==> config.mk <==
export PLATFORM = sky130hd
export DESIGN_NAME = string_escape_decoder
export DESIGN_NICKNAME = d
export VERILOG_FILES = /design/src/sed_pkg.sv /design/src/string_escape_decoder.sv
export SDC_FILE = /design/constraint.sdc
export NUM_CORES = 1
export LEC_CHECK = 0
export BUFFER_PORTS_ARGS = -buffer_cell sky130_fd_sc_hd__buf_2
export CAP_MARGIN = 20
export CORE_UTILIZATION = 40
export DETAILED_ROUTE_END_ITERATION = 12
export HOLD_SLACK_MARGIN = 0.12
export PLACE_DENSITY = 0.66
export REMOVE_ABC_BUFFERS = 1
export SLEW_MARGIN = 20
export SYNTH_ARGS = -nofsm -noshare
export SYNTH_HDL_FRONTEND = slang
export SYNTH_SLANG_ARGS = --single-unit
==> constraint.sdc <==
create_clock -name clk -period 24.1 [get_ports clk]
set_input_delay 7.23 -clock clk [delete_from_list [all_inputs] [get_ports clk]]
set_output_delay 7.23 -clock clk [all_outputs]
set_load 0.01 [all_outputs]
==> src/sed_pkg.sv <==
// ----------------------------------------------------------------------------
// sed_pkg
// Shared types, codes and helper functions of the string escape decoder.
// ----------------------------------------------------------------------------
package sed_pkg;

    typedef struct packed {
        logic [7:0] char_byte;
        logic       last_in_string;
    } sed_in_t;

    typedef struct packed {
        logic [7:0] data_byte;
        logic [3:0] error_kind;
        logic       last_of_run;
        logic       end_of_string;
    } sed_out_t;

    // Up to four decoded bytes caused by one input byte
    localparam int unsigned RES_MAX = 4;

    typedef struct packed {
        logic [2:0]               count;
        logic [RES_MAX-1:0][7:0]  bytes;
        logic [RES_MAX-1:0][3:0]  errs;
    } res_list_t;

    typedef enum logic [6:0] {
        MODE_PLAIN     = 7'b0000001,
        MODE_ESC       = 7'b0000010,
        MODE_NUM_START = 7'b0000100,
        MODE_NUM       = 7'b0001000,
        MODE_U_BRACE   = 7'b0010000,
        MODE_U_DIGITS  = 7'b0100000,
        MODE_DROP      = 7'b1000000
    } scan_mode_t;

    localparam logic [1:0] KIND_BIN = 2'd0;
    localparam logic [1:0] KIND_OCT = 2'd1;
    localparam logic [1:0] KIND_HEX = 2'd2;

    localparam logic [3:0] ERR_NONE       = 4'd0;
    localparam logic [3:0] ERR_MISSING    = 4'd1;
    localparam logic [3:0] ERR_OCT_RANGE  = 4'd2;
    localparam logic [3:0] ERR_NO_OPEN    = 4'd3;
    localparam logic [3:0] ERR_BAD_HEX    = 4'd4;
    localparam logic [3:0] ERR_TOO_MANY   = 4'd5;
    localparam logic [3:0] ERR_EMPTY      = 4'd6;
    localparam logic [3:0] ERR_NO_CLOSE   = 4'd7;
    localparam logic [3:0] ERR_BAD_CP     = 4'd8;

    localparam logic [7:0] CH_LF     = 8'h0A;
    localparam logic [7:0] CH_TAB    = 8'h09;
    localparam logic [7:0] CH_CR     = 8'h0D;
    localparam logic [7:0] CH_QUOTE  = 8'h22;
    localparam logic [7:0] CH_PCT    = 8'h25;
    localparam logic [7:0] CH_ZERO   = 8'h30;
    localparam logic [7:0] CH_ONE    = 8'h31;
    localparam logic [7:0] CH_SEVEN  = 8'h37;
    localparam logic [7:0] CH_NINE   = 8'h39;
    localparam logic [7:0] CH_UP_A   = 8'h41;
    localparam logic [7:0] CH_UP_F   = 8'h46;
    localparam logic [7:0] CH_BSLASH = 8'h5C;
    localparam logic [7:0] CH_BTICK  = 8'h60;
    localparam logic [7:0] CH_LO_A   = 8'h61;
    localparam logic [7:0] CH_LO_B   = 8'h62;
    localparam logic [7:0] CH_LO_F   = 8'h66;
    localparam logic [7:0] CH_LO_N   = 8'h6E;
    localparam logic [7:0] CH_LO_O   = 8'h6F;
    localparam logic [7:0] CH_LO_R   = 8'h72;
    localparam logic [7:0] CH_LO_T   = 8'h74;
    localparam logic [7:0] CH_LO_U   = 8'h75;
    localparam logic [7:0] CH_LO_X   = 8'h78;
    localparam logic [7:0] CH_LBRACE = 8'h7B;
    localparam logic [7:0] CH_RBRACE = 8'h7D;

    localparam logic [23:0] CP_MAX1   = 24'h00007F;
    localparam logic [23:0] CP_MAX2   = 24'h0007FF;
    localparam logic [23:0] CP_MAX3   = 24'h00FFFF;
    localparam logic [23:0] CP_MAX    = 24'h10FFFF;
    localparam logic [23:0] CP_SUR_LO = 24'h00D800;
    localparam logic [23:0] CP_SUR_HI = 24'h00DFFF;
    localparam logic [23:0] OCT_LIMIT = 24'h0000FF;
    localparam logic [3:0]  U_DIGITS  = 4'd6;

    // {valid, value}
    function automatic logic [4:0] hex_val(input logic [7:0] c);
        logic [4:0] r;
        r = '0;
        if (c >= CH_ZERO && c <= CH_NINE) begin
            r = {1'b1, c[3:0]};
        end else if ((c >= CH_LO_A && c <= CH_LO_F) || (c >= CH_UP_A && c <= CH_UP_F)) begin
            r = {1'b1, c[3:0] + 4'd9};
        end
        return r;
    endfunction

    function automatic logic [4:0] digit_val(input logic [1:0] kind, input logic [7:0] c);
        logic [4:0] r;
        r = '0;
        unique case (kind)
            KIND_BIN: r = {(c == CH_ZERO) || (c == CH_ONE), 3'd0, c[0]};
            KIND_OCT: r = {(c >= CH_ZERO) && (c <= CH_SEVEN), 1'b0, c[2:0]};
            default:  r = hex_val(c);
        endcase
        return r;
    endfunction

    function automatic logic [3:0] kind_max(input logic [1:0] kind);
        logic [3:0] r;
        unique case (kind)
            KIND_BIN: r = 4'd8;
            KIND_OCT: r = 4'd3;
            default:  r = 4'd2;
        endcase
        return r;
    endfunction

    function automatic logic [7:0] kind_letter(input logic [1:0] kind);
        logic [7:0] r;
        unique case (kind)
            KIND_BIN: r = CH_LO_B;
            KIND_OCT: r = CH_LO_O;
            default:  r = CH_LO_X;
        endcase
        return r;
    endfunction

    function automatic logic [23:0] shift_in(input logic [1:0] kind, input logic [23:0] acc,
                                             input logic [3:0] d);
        logic [23:0] r;
        unique case (kind)
            KIND_BIN: r = {acc[22:0], 1'b0} + {20'd0, d};
            KIND_OCT: r = {acc[20:0], 3'd0} + {20'd0, d};
            default:  r = {acc[19:0], 4'd0} + {20'd0, d};
        endcase
        return r;
    endfunction

    function automatic res_list_t push(input res_list_t l, input logic [7:0] b,
                                       input logic [3:0] e);
        res_list_t r;
        r = l;
        if (l.count < 3'(RES_MAX)) begin
            r.bytes[l.count[1:0]] = b;
            r.errs[l.count[1:0]]  = e;
            r.count               = l.count + 3'd1;
        end
        return r;
    endfunction

    function automatic logic num_over(input logic [1:0] kind, input logic [23:0] acc);
        return (kind == KIND_OCT) && (acc > OCT_LIMIT);
    endfunction

    function automatic logic cp_bad(input logic [23:0] v);
        return (v > CP_MAX) || ((v >= CP_SUR_LO) && (v <= CP_SUR_HI));
    endfunction

    function automatic res_list_t utf8_push(input res_list_t l, input logic [23:0] v);
        res_list_t r;
        r = l;
        if (v <= CP_MAX1) begin
            r = push(r, v[7:0], ERR_NONE);
        end else if (v <= CP_MAX2) begin
            r = push(r, {3'b110, v[10:6]}, ERR_NONE);
            r = push(r, {2'b10, v[5:0]}, ERR_NONE);
        end else if (v <= CP_MAX3) begin
            r = push(r, {4'b1110, v[15:12]}, ERR_NONE);
            r = push(r, {2'b10, v[11:6]}, ERR_NONE);
            r = push(r, {2'b10, v[5:0]}, ERR_NONE);
        end else begin
            r = push(r, {5'b11110, v[20:18]}, ERR_NONE);
            r = push(r, {2'b10, v[17:12]}, ERR_NONE);
            r = push(r, {2'b10, v[11:6]}, ERR_NONE);
            r = push(r, {2'b10, v[5:0]}, ERR_NONE);
        end
        return r;
    endfunction

endpackage

==> src/string_escape_decoder.sv <==
// ----------------------------------------------------------------------------
// string_escape_decoder
// Decodes the bytes of a string literal, one request a cycle while chr_ready
// is high, into plain bytes, UTF-8 sequences and error codes.
// ----------------------------------------------------------------------------
//  channel | direction | payload          | handshake
//  chr     | in        | sed_in_t         | chr_valid / chr_ready
//  dec     | out       | sed_out_t        | dec_valid / dec_ready
//  cfg     | in        | strict bit       | cfg_valid / cfg_ready (always ready)
//
//  One request is decoded in the cycle it is accepted; its results, at most
//  4, leave from a result register one per cycle while dec_ready is high.
//  A second result list waits in a holding register while the first drains.
//  chr_ready drops only while that holding register is full.
//  Reset clears the scan state and sets the strict bit.
// ----------------------------------------------------------------------------
module string_escape_decoder (
    input  logic              clk,
    input  logic              rst_n,
    input  logic              chr_valid,
    output logic              chr_ready,
    input  sed_pkg::sed_in_t  chr_data,
    output logic              dec_valid,
    input  logic              dec_ready,
    output sed_pkg::sed_out_t dec_data,
    input  logic              cfg_valid,
    output logic              cfg_ready,
    input  logic              cfg_data
);
    import sed_pkg::*;

    scan_mode_t  mode_reg, mode_next;
    logic [23:0] acc_reg, acc_next;
    logic [3:0]  cnt_reg, cnt_next;
    logic [1:0]  kind_reg, kind_next;
    logic        strict_reg;

    res_list_t   lst;
    logic [4:0]  dig;
    logic [4:0]  hex;
    logic [3:0]  cnt_inc;
    logic [23:0] acc_shift;
    logic [7:0]  c;

    res_list_t   a_list_reg;
    logic [1:0]  a_ptr_reg;
    logic [2:0]  a_left_reg;
    logic        a_end_reg;
    res_list_t   b_list_reg;
    logic        b_end_reg;
    logic        b_valid_reg;

    logic        chr_fire;
    logic        dec_fire;
    logic        a_free;
    logic        load_a_b;
    logic        load_a_in;
    logic        load_b;

    assign c         = chr_data.char_byte;
    assign cfg_ready = 1'b1;
    assign chr_ready = !b_valid_reg;
    assign chr_fire  = chr_valid && chr_ready;
    assign dec_valid = (a_left_reg != 3'd0);
    assign dec_fire  = dec_valid && dec_ready;

    always_comb
    begin
        mode_next = mode_reg;
        acc_next  = acc_reg;
        cnt_next  = cnt_reg;
        kind_next = kind_reg;
        lst       = '0;
        dig       = digit_val(kind_reg, c);
        hex       = hex_val(c);
        cnt_inc   = cnt_reg + 4'd1;
        acc_shift = shift_in(kind_reg, acc_reg, dig[3:0]);

        unique case (mode_reg)
            MODE_ESC:
            begin
                mode_next = MODE_PLAIN;
                case (c) inside
                    CH_LO_N: lst = push(lst, CH_LF, ERR_NONE);
                    CH_LO_T: lst = push(lst, CH_TAB, ERR_NONE);
                    CH_LO_R: lst = push(lst, CH_CR, ERR_NONE);
                    CH_BSLASH, CH_QUOTE, CH_BTICK, CH_PCT: lst = push(lst, c, ERR_NONE);
                    CH_LO_B, CH_LO_O, CH_LO_X:
                    begin
                        kind_next = (c == CH_LO_B) ? KIND_BIN :
                                    (c == CH_LO_O) ? KIND_OCT : KIND_HEX;
                        acc_next  = '0;
                        cnt_next  = '0;
                        mode_next = MODE_NUM_START;
                    end
                    CH_LO_U:
                    begin
                        acc_next  = '0;
                        cnt_next  = '0;
                        mode_next = MODE_U_BRACE;
                    end
                    default:
                    begin
                        lst = push(lst, CH_BSLASH, ERR_NONE);
                        lst = push(lst, c, ERR_NONE);
                    end
                endcase
            end
            MODE_NUM_START:
            begin
                if (dig[4]) begin
                    acc_next  = {20'd0, dig[3:0]};
                    cnt_next  = 4'd1;
                    mode_next = MODE_NUM;
                end else if (strict_reg) begin
                    lst       = push(lst, 8'h00, ERR_MISSING);
                    mode_next = MODE_DROP;
                end else begin
                    lst = push(lst, CH_BSLASH, ERR_NONE);
                    lst = push(lst, kind_letter(kind_reg), ERR_NONE);
                    if (c == CH_BSLASH) begin
                        mode_next = MODE_ESC;
                    end else begin
                        mode_next = MODE_PLAIN;
                        lst       = push(lst, c, ERR_NONE);
                    end
                end
            end
            MODE_NUM:
            begin
                if (dig[4] && (cnt_reg < kind_max(kind_reg))) begin
                    acc_next  = acc_shift;
                    cnt_next  = cnt_inc;
                    if (cnt_inc >= kind_max(kind_reg)) begin
                        if (num_over(kind_reg, acc_shift)) begin
                            lst       = push(lst, 8'h00, ERR_OCT_RANGE);
                            mode_next = MODE_DROP;
                        end else begin
                            lst       = push(lst, acc_shift[7:0], ERR_NONE);
                            mode_next = MODE_PLAIN;
                        end
                    end
                end else if (num_over(kind_reg, acc_reg)) begin
                    lst       = push(lst, 8'h00, ERR_OCT_RANGE);
                    mode_next = MODE_DROP;
                end else begin
                    lst = push(lst, acc_reg[7:0], ERR_NONE);
                    if (c == CH_BSLASH) begin
                        mode_next = MODE_ESC;
                    end else begin
                        mode_next = MODE_PLAIN;
                        lst       = push(lst, c, ERR_NONE);
                    end
                end
            end
            MODE_U_BRACE:
            begin
                if (c == CH_LBRACE) begin
                    mode_next = MODE_U_DIGITS;
                end else begin
                    lst       = push(lst, 8'h00, ERR_NO_OPEN);
                    mode_next = MODE_DROP;
                end
            end
            MODE_U_DIGITS:
            begin
                if (hex[4]) begin
                    if (cnt_reg >= U_DIGITS) begin
                        lst       = push(lst, 8'h00, ERR_TOO_MANY);
                        mode_next = MODE_DROP;
                    end else begin
                        acc_next = {acc_reg[19:0], hex[3:0]};
                        cnt_next = cnt_inc;
                    end
                end else if (c == CH_RBRACE) begin
                    if (cnt_reg == 4'd0) begin
                        lst       = push(lst, 8'h00, ERR_EMPTY);
                        mode_next = MODE_DROP;
                    end else if (cp_bad(acc_reg)) begin
                        lst       = push(lst, 8'h00, ERR_BAD_CP);
                        mode_next = MODE_DROP;
                    end else begin
                        lst       = utf8_push(lst, acc_reg);
                        mode_next = MODE_PLAIN;
                    end
                end else begin
                    lst       = push(lst, 8'h00, ERR_BAD_HEX);
                    mode_next = MODE_DROP;
                end
            end
            MODE_DROP:
            begin
                mode_next = MODE_DROP;
            end
            default:
            begin
                if (c == CH_BSLASH) begin
                    mode_next = MODE_ESC;
                end else begin
                    mode_next = MODE_PLAIN;
                    lst       = push(lst, c, ERR_NONE);
                end
            end
        endcase

        // flush any pending escape at the end of the literal
        if (chr_data.last_in_string) begin
            unique case (mode_next)
                MODE_ESC:
                begin
                    lst = push(lst, CH_BSLASH, ERR_NONE);
                end
                MODE_NUM_START:
                begin
                    if (strict_reg) begin
                        lst = push(lst, 8'h00, ERR_MISSING);
                    end else begin
                        lst = push(lst, CH_BSLASH, ERR_NONE);
                        lst = push(lst, kind_letter(kind_next), ERR_NONE);
                    end
                end
                MODE_NUM:
                begin
                    if (num_over(kind_next, acc_next)) begin
                        lst = push(lst, 8'h00, ERR_OCT_RANGE);
                    end else begin
                        lst = push(lst, acc_next[7:0], ERR_NONE);
                    end
                end
                MODE_U_BRACE:
                begin
                    lst = push(lst, 8'h00, ERR_NO_OPEN);
                end
                MODE_U_DIGITS:
                begin
                    lst = push(lst, 8'h00, (cnt_next == 4'd0) ? ERR_EMPTY : ERR_NO_CLOSE);
                end
                default:
                begin
                    lst = lst;
                end
            endcase
            mode_next = MODE_PLAIN;
            acc_next  = '0;
            cnt_next  = '0;
        end
    end

    always_ff @(posedge clk or negedge rst_n)
    begin
        if (!rst_n) begin
            mode_reg   <= MODE_PLAIN;
            acc_reg    <= '0;
            cnt_reg    <= '0;
            kind_reg   <= KIND_BIN;
            strict_reg <= 1'b1;
        end else begin
            if (chr_fire) begin
                mode_reg <= mode_next;
                acc_reg  <= acc_next;
                cnt_reg  <= cnt_next;
                kind_reg <= kind_next;
            end
            if (cfg_valid && cfg_ready) begin
                strict_reg <= cfg_data;
            end
        end
    end

    // result register (A) drains while the holding register (B) waits
    assign a_free    = (a_left_reg == 3'd0) || ((a_left_reg == 3'd1) && dec_fire);
    assign load_a_b  = a_free && b_valid_reg;
    assign load_a_in = a_free && !b_valid_reg && chr_fire;
    assign load_b    = chr_fire && !a_free && (lst.count != 3'd0);

    always_ff @(posedge clk or negedge rst_n)
    begin
        if (!rst_n) begin
            a_left_reg  <= '0;
            a_ptr_reg   <= '0;
            b_valid_reg <= 1'b0;
        end else begin
            if (load_a_b) begin
                a_left_reg <= b_list_reg.count;
                a_ptr_reg  <= '0;
            end else if (load_a_in) begin
                a_left_reg <= lst.count;
                a_ptr_reg  <= '0;
            end else if (dec_fire) begin
                a_left_reg <= a_left_reg - 3'd1;
                a_ptr_reg  <= a_ptr_reg + 2'd1;
            end
            if (load_b) begin
                b_valid_reg <= 1'b1;
            end else if (load_a_b) begin
                b_valid_reg <= 1'b0;
            end
        end
    end

    always_ff @(posedge clk)
    begin
        if (load_a_b) begin
            a_list_reg <= b_list_reg;
            a_end_reg  <= b_end_reg;
        end else if (load_a_in) begin
            a_list_reg <= lst;
            a_end_reg  <= chr_data.last_in_string;
        end
        if (load_b) begin
            b_list_reg <= lst;
            b_end_reg  <= chr_data.last_in_string;
        end
    end

    assign dec_data.data_byte     = a_list_reg.bytes[a_ptr_reg];
    assign dec_data.error_kind    = a_list_reg.errs[a_ptr_reg];
    assign dec_data.last_of_run   = (a_left_reg == 3'd1);
    assign dec_data.end_of_string = a_end_reg;

endmodule

==> out/results.tsv <==
metric	value	unit
Post-Place Worst Slack	9.80	ns
wire per inst	28.8	um
EDFF count, synth	95	
share of layout cells above drive strength 1	12.5	%
Post-Synth Simple-Gate Area	23.7	%
largest cells by area after synthesis	edfxtp_1 24%, dfrtp_1 8.9%, nand2_1 5.9%	
Post CTS Setup Buffer Count	0	
crit-path leading delay family	compound AO/OA/AOI/OAI gates	
routed wire length	52.1	mm
CP Cell Sequence	buf_2 > inv_1 > ha_1 > or3b_1 > nand3_1 > a21oi_1 > o21ai_0 > a31o_2 > a211oi_1 > inv_1 > ha_1 > a41oi_1 > and2_1 > a31oi_1 > o22ai_1 > nor3_1 > nor3_2 > buf_4	
WP data arrival	14.09	ns
max frequency	71.4	MHz
post-synthesis compound-gate area fraction	28.4	%
pin count of the biggest net entering global routing	56	
Worst Setup Slack, final	10.09	ns
final cycle utilization of the critical path	58.1	%
placed cell areas	12300	um2
TritonCTS buffer count	17	
reg2reg setup slack	15.08	ns
Hold EP	a_list_reg[3]	
peak per-stage delay on the critical path	0.79	ns
register bit total from synthesis	139	
worst min-delay path category	reg2reg	
peak supply drop	0.0360	mV
root buf cell	clkbuf_16	
R2R Path End	b_list_reg[33]	
buffers plus inverters on the worst setup path	4	
Die Footprint	30300	um2
Starting Density	40.9	%
post-synth cell types	103	
Design Area, Final	12900	um2
RSZ-0062 raised after global routing	no	
CTS Hold Bufs	0	
critical path class	in2reg	
FF-to-FF Start	kind_reg[0]	
final RePlAce weighted congestion	1.02	
leading cell types in the layout, fill and taps excluded	184 x nand2_1, 128 x nor2_1, 114 x a21oi_1	
Seq/Total Area, Yosys	33.4	%
total grt overflow	0	
CP Capture Type	flop	
# IOs	32	
CP required	24.18	ns
adder-cell area share of the yosys netlist	3.34	%
slew margin rel.	23.1	%
Worst path slowest cell	a21oi_1	
synth warn	0	
Worst Hold Launch	b_list_reg[3]	
setup violators final	0	
Final Hold Fails	0	
largest family of logic cells by synthesized area	compound AO/OA/AOI/OAI gates	
top-area cell type share of the netlist area	24.1	%
DRT iter0 DRCs	1621	
average size of a mapped cell	8.26	um2
post-layout util	44.7	%
TritonCTS clock tree	done	
xor/xnor share of the synthesized area	2.15	%
Syn Inst Count	1432	
max cap viols	0	
hold depth	2	
most common cell after layout, fill and taps aside	nand2_1	
ys flop type	edfxtp_1	
drt first pass iters	8	
post-DR vias/cell	6.88	
initial antenna violation count	0	
PwrDens	76.5	nW/um2
GRT Total Usage	34.3	%
max-slew violations	0	
Worst-Margin Slew	1.14	ns
CP Launch Type	input port	
area of the multi-input gates	7330	um2
Net count, final	1458	
setup TNS	0	ns
leading area contributor after synthesis	edfxtp_1	
clk_skew	0.0205	ns
Ant. Diodes	0	
CTS Sinks	139	
fill cell count	2896	
first-pass GRT wire length	77.1	mm
clock-pin slew on the worst setup and hold paths	0.07	ns
core area	28900	um2
post-CTS sizing	0	
via count	12400	
Pleak	4.58	nW
register area	3960	um2
post-synthesis mux area share	4.03	%
Mapped Area	11800	um2
die height	174	um
DRC	0	
port bufs	30	
Max H-tree Level	4	
clk_lat worst skew	0.45	ns
HPWL after DPL	38.4	mm
Die Span X	174	um
clk buf depth	2	
row cnt	62	
Tmin final	14.01	ns
fraction of registers with async set/reset	31.7	%
max FFs per register	48	
crit-path max FO	37	
status	finished clean	
worst r2r path cells	19	
vias in the first global route	11500	
area grow syn2layout	9.37	%
Post-DRT Antenna Nets	0	
==> report_power, final <==
group	switching, mW	total (mW)	internal [mW]	leakage, nW
clock	0.129	0.278	0.149	0.292
sequential	0.0495	0.370	0.320	1.46
combinational	0.220	0.342	0.122	2.83
==> layout make-up <==
cell class / instances / area share (%)
Timing Repair Buffer: 71 / 3.60
Clock inverter: 15 / 1.32
Multi-Input combinational cell: 1153 / 56.6
Sequential cell: 139 / 30.6
Tap cell: 384 / 3.71
Inverter: 30 / 0.870
Clock buffer: 17 / 3.29
==> how the worst max path moves through the flow <==
| stage | startpoint | endpoint | slack [ns] | cells past startpoint |
|---|---|---|---|---|
| CTS | chr_data[1] | b_list_reg[19] | 10.19 | 18 |
| finish | chr_data[1] | b_list_reg[33] | 10.09 | 18 |
| global route | chr_data[1] | b_list_reg[19] | 9.61 | 18 |
| floorplan | chr_data[2] | b_end_reg | 9.25 | 17 |
| detailed placement | chr_data[1] | b_list_reg[17] | 9.80 | 18 |
| global placement | chr_data[1] | b_list_reg[33] | 10.06 | 18 |
==> per-layer routing <==
layer | vias up | routed length, um | track usage [%]
met2 | 827 | 23600 | 54.7
met3 | 169 | 4510 | 5.69
met1 | 5990 | 21000 | 44.9
li1 | 5454 | - | -
met5 | - | 0 | 0
met4 | 0 | 3000 | 17.4
==> cell usage after synthesis, drive strengths merged (6+ instances only) <==
cell type / count
nand2: 186
nor2: 129
a21oi: 116
o21ai: 99
edfxtp: 95
clkbuf: 83
nor3: 48
nand3: 47
dfrtp: 42
a31oi: 36
ha: 30
inv: 29
buf: 27
a211oi: 24
o22ai: 24
and3: 21
o31ai: 21
xnor2: 21
nand4: 19
a22oi: 18
and2: 17
nor4: 16
o211ai: 16
or4: 16
mux2: 15
a221oi: 13
o21a: 13
a21o: 12
mux4: 11
nor2b: 11
or3: 11
nor4b: 10
a22o: 9
a21boi: 8
o221ai: 8
xor2: 8
o41ai: 7
a2111oi: 6
a211o: 6
a221o: 6
a31o: 6
a41oi: 6
mux2i: 6
nor3b: 6
==> logic make-up (layout without fill, tap and decap cells) <==
logic type                 count (synthesis)  in the layout
buffers and inverters                    140            133
adders and majority gates                 31             31
DFF                                      139            139
other                                      1              1
xor gates and xnor gates                  29             29
and+or+nand+nor                          564            564
muxes                                     32             32
AOI/OAI and AO/OA                        496            496
==> worst register-to-register path, delay by kind of cell (launching register included) <==
family / cells / cell delay (ns)
adder cells (fa/ha/maj): 2 / 0.82
AND/OR/NAND/NOR: 6 / 2.38
AO/OA/AOI/OAI: 7 / 2.77
buffers and inverters: 4 / 1.88
flip-flops: 1 / 0.78
==> through the flow <==
step / hold WS, ns / std cells / total power, mW
finish: 0.515 / 1809 / 0.990
CTS: 0.518 / 1808 / 0.984
detailed placement: 0.501 / 1776 / 0.709
global route: 0.549 / 1809 / 1.03
floorplan: 0.484 / 1322 / 0.575
global placement: 0.499 / 1774 / 0.703
Power figures use the tool's default switching activity.
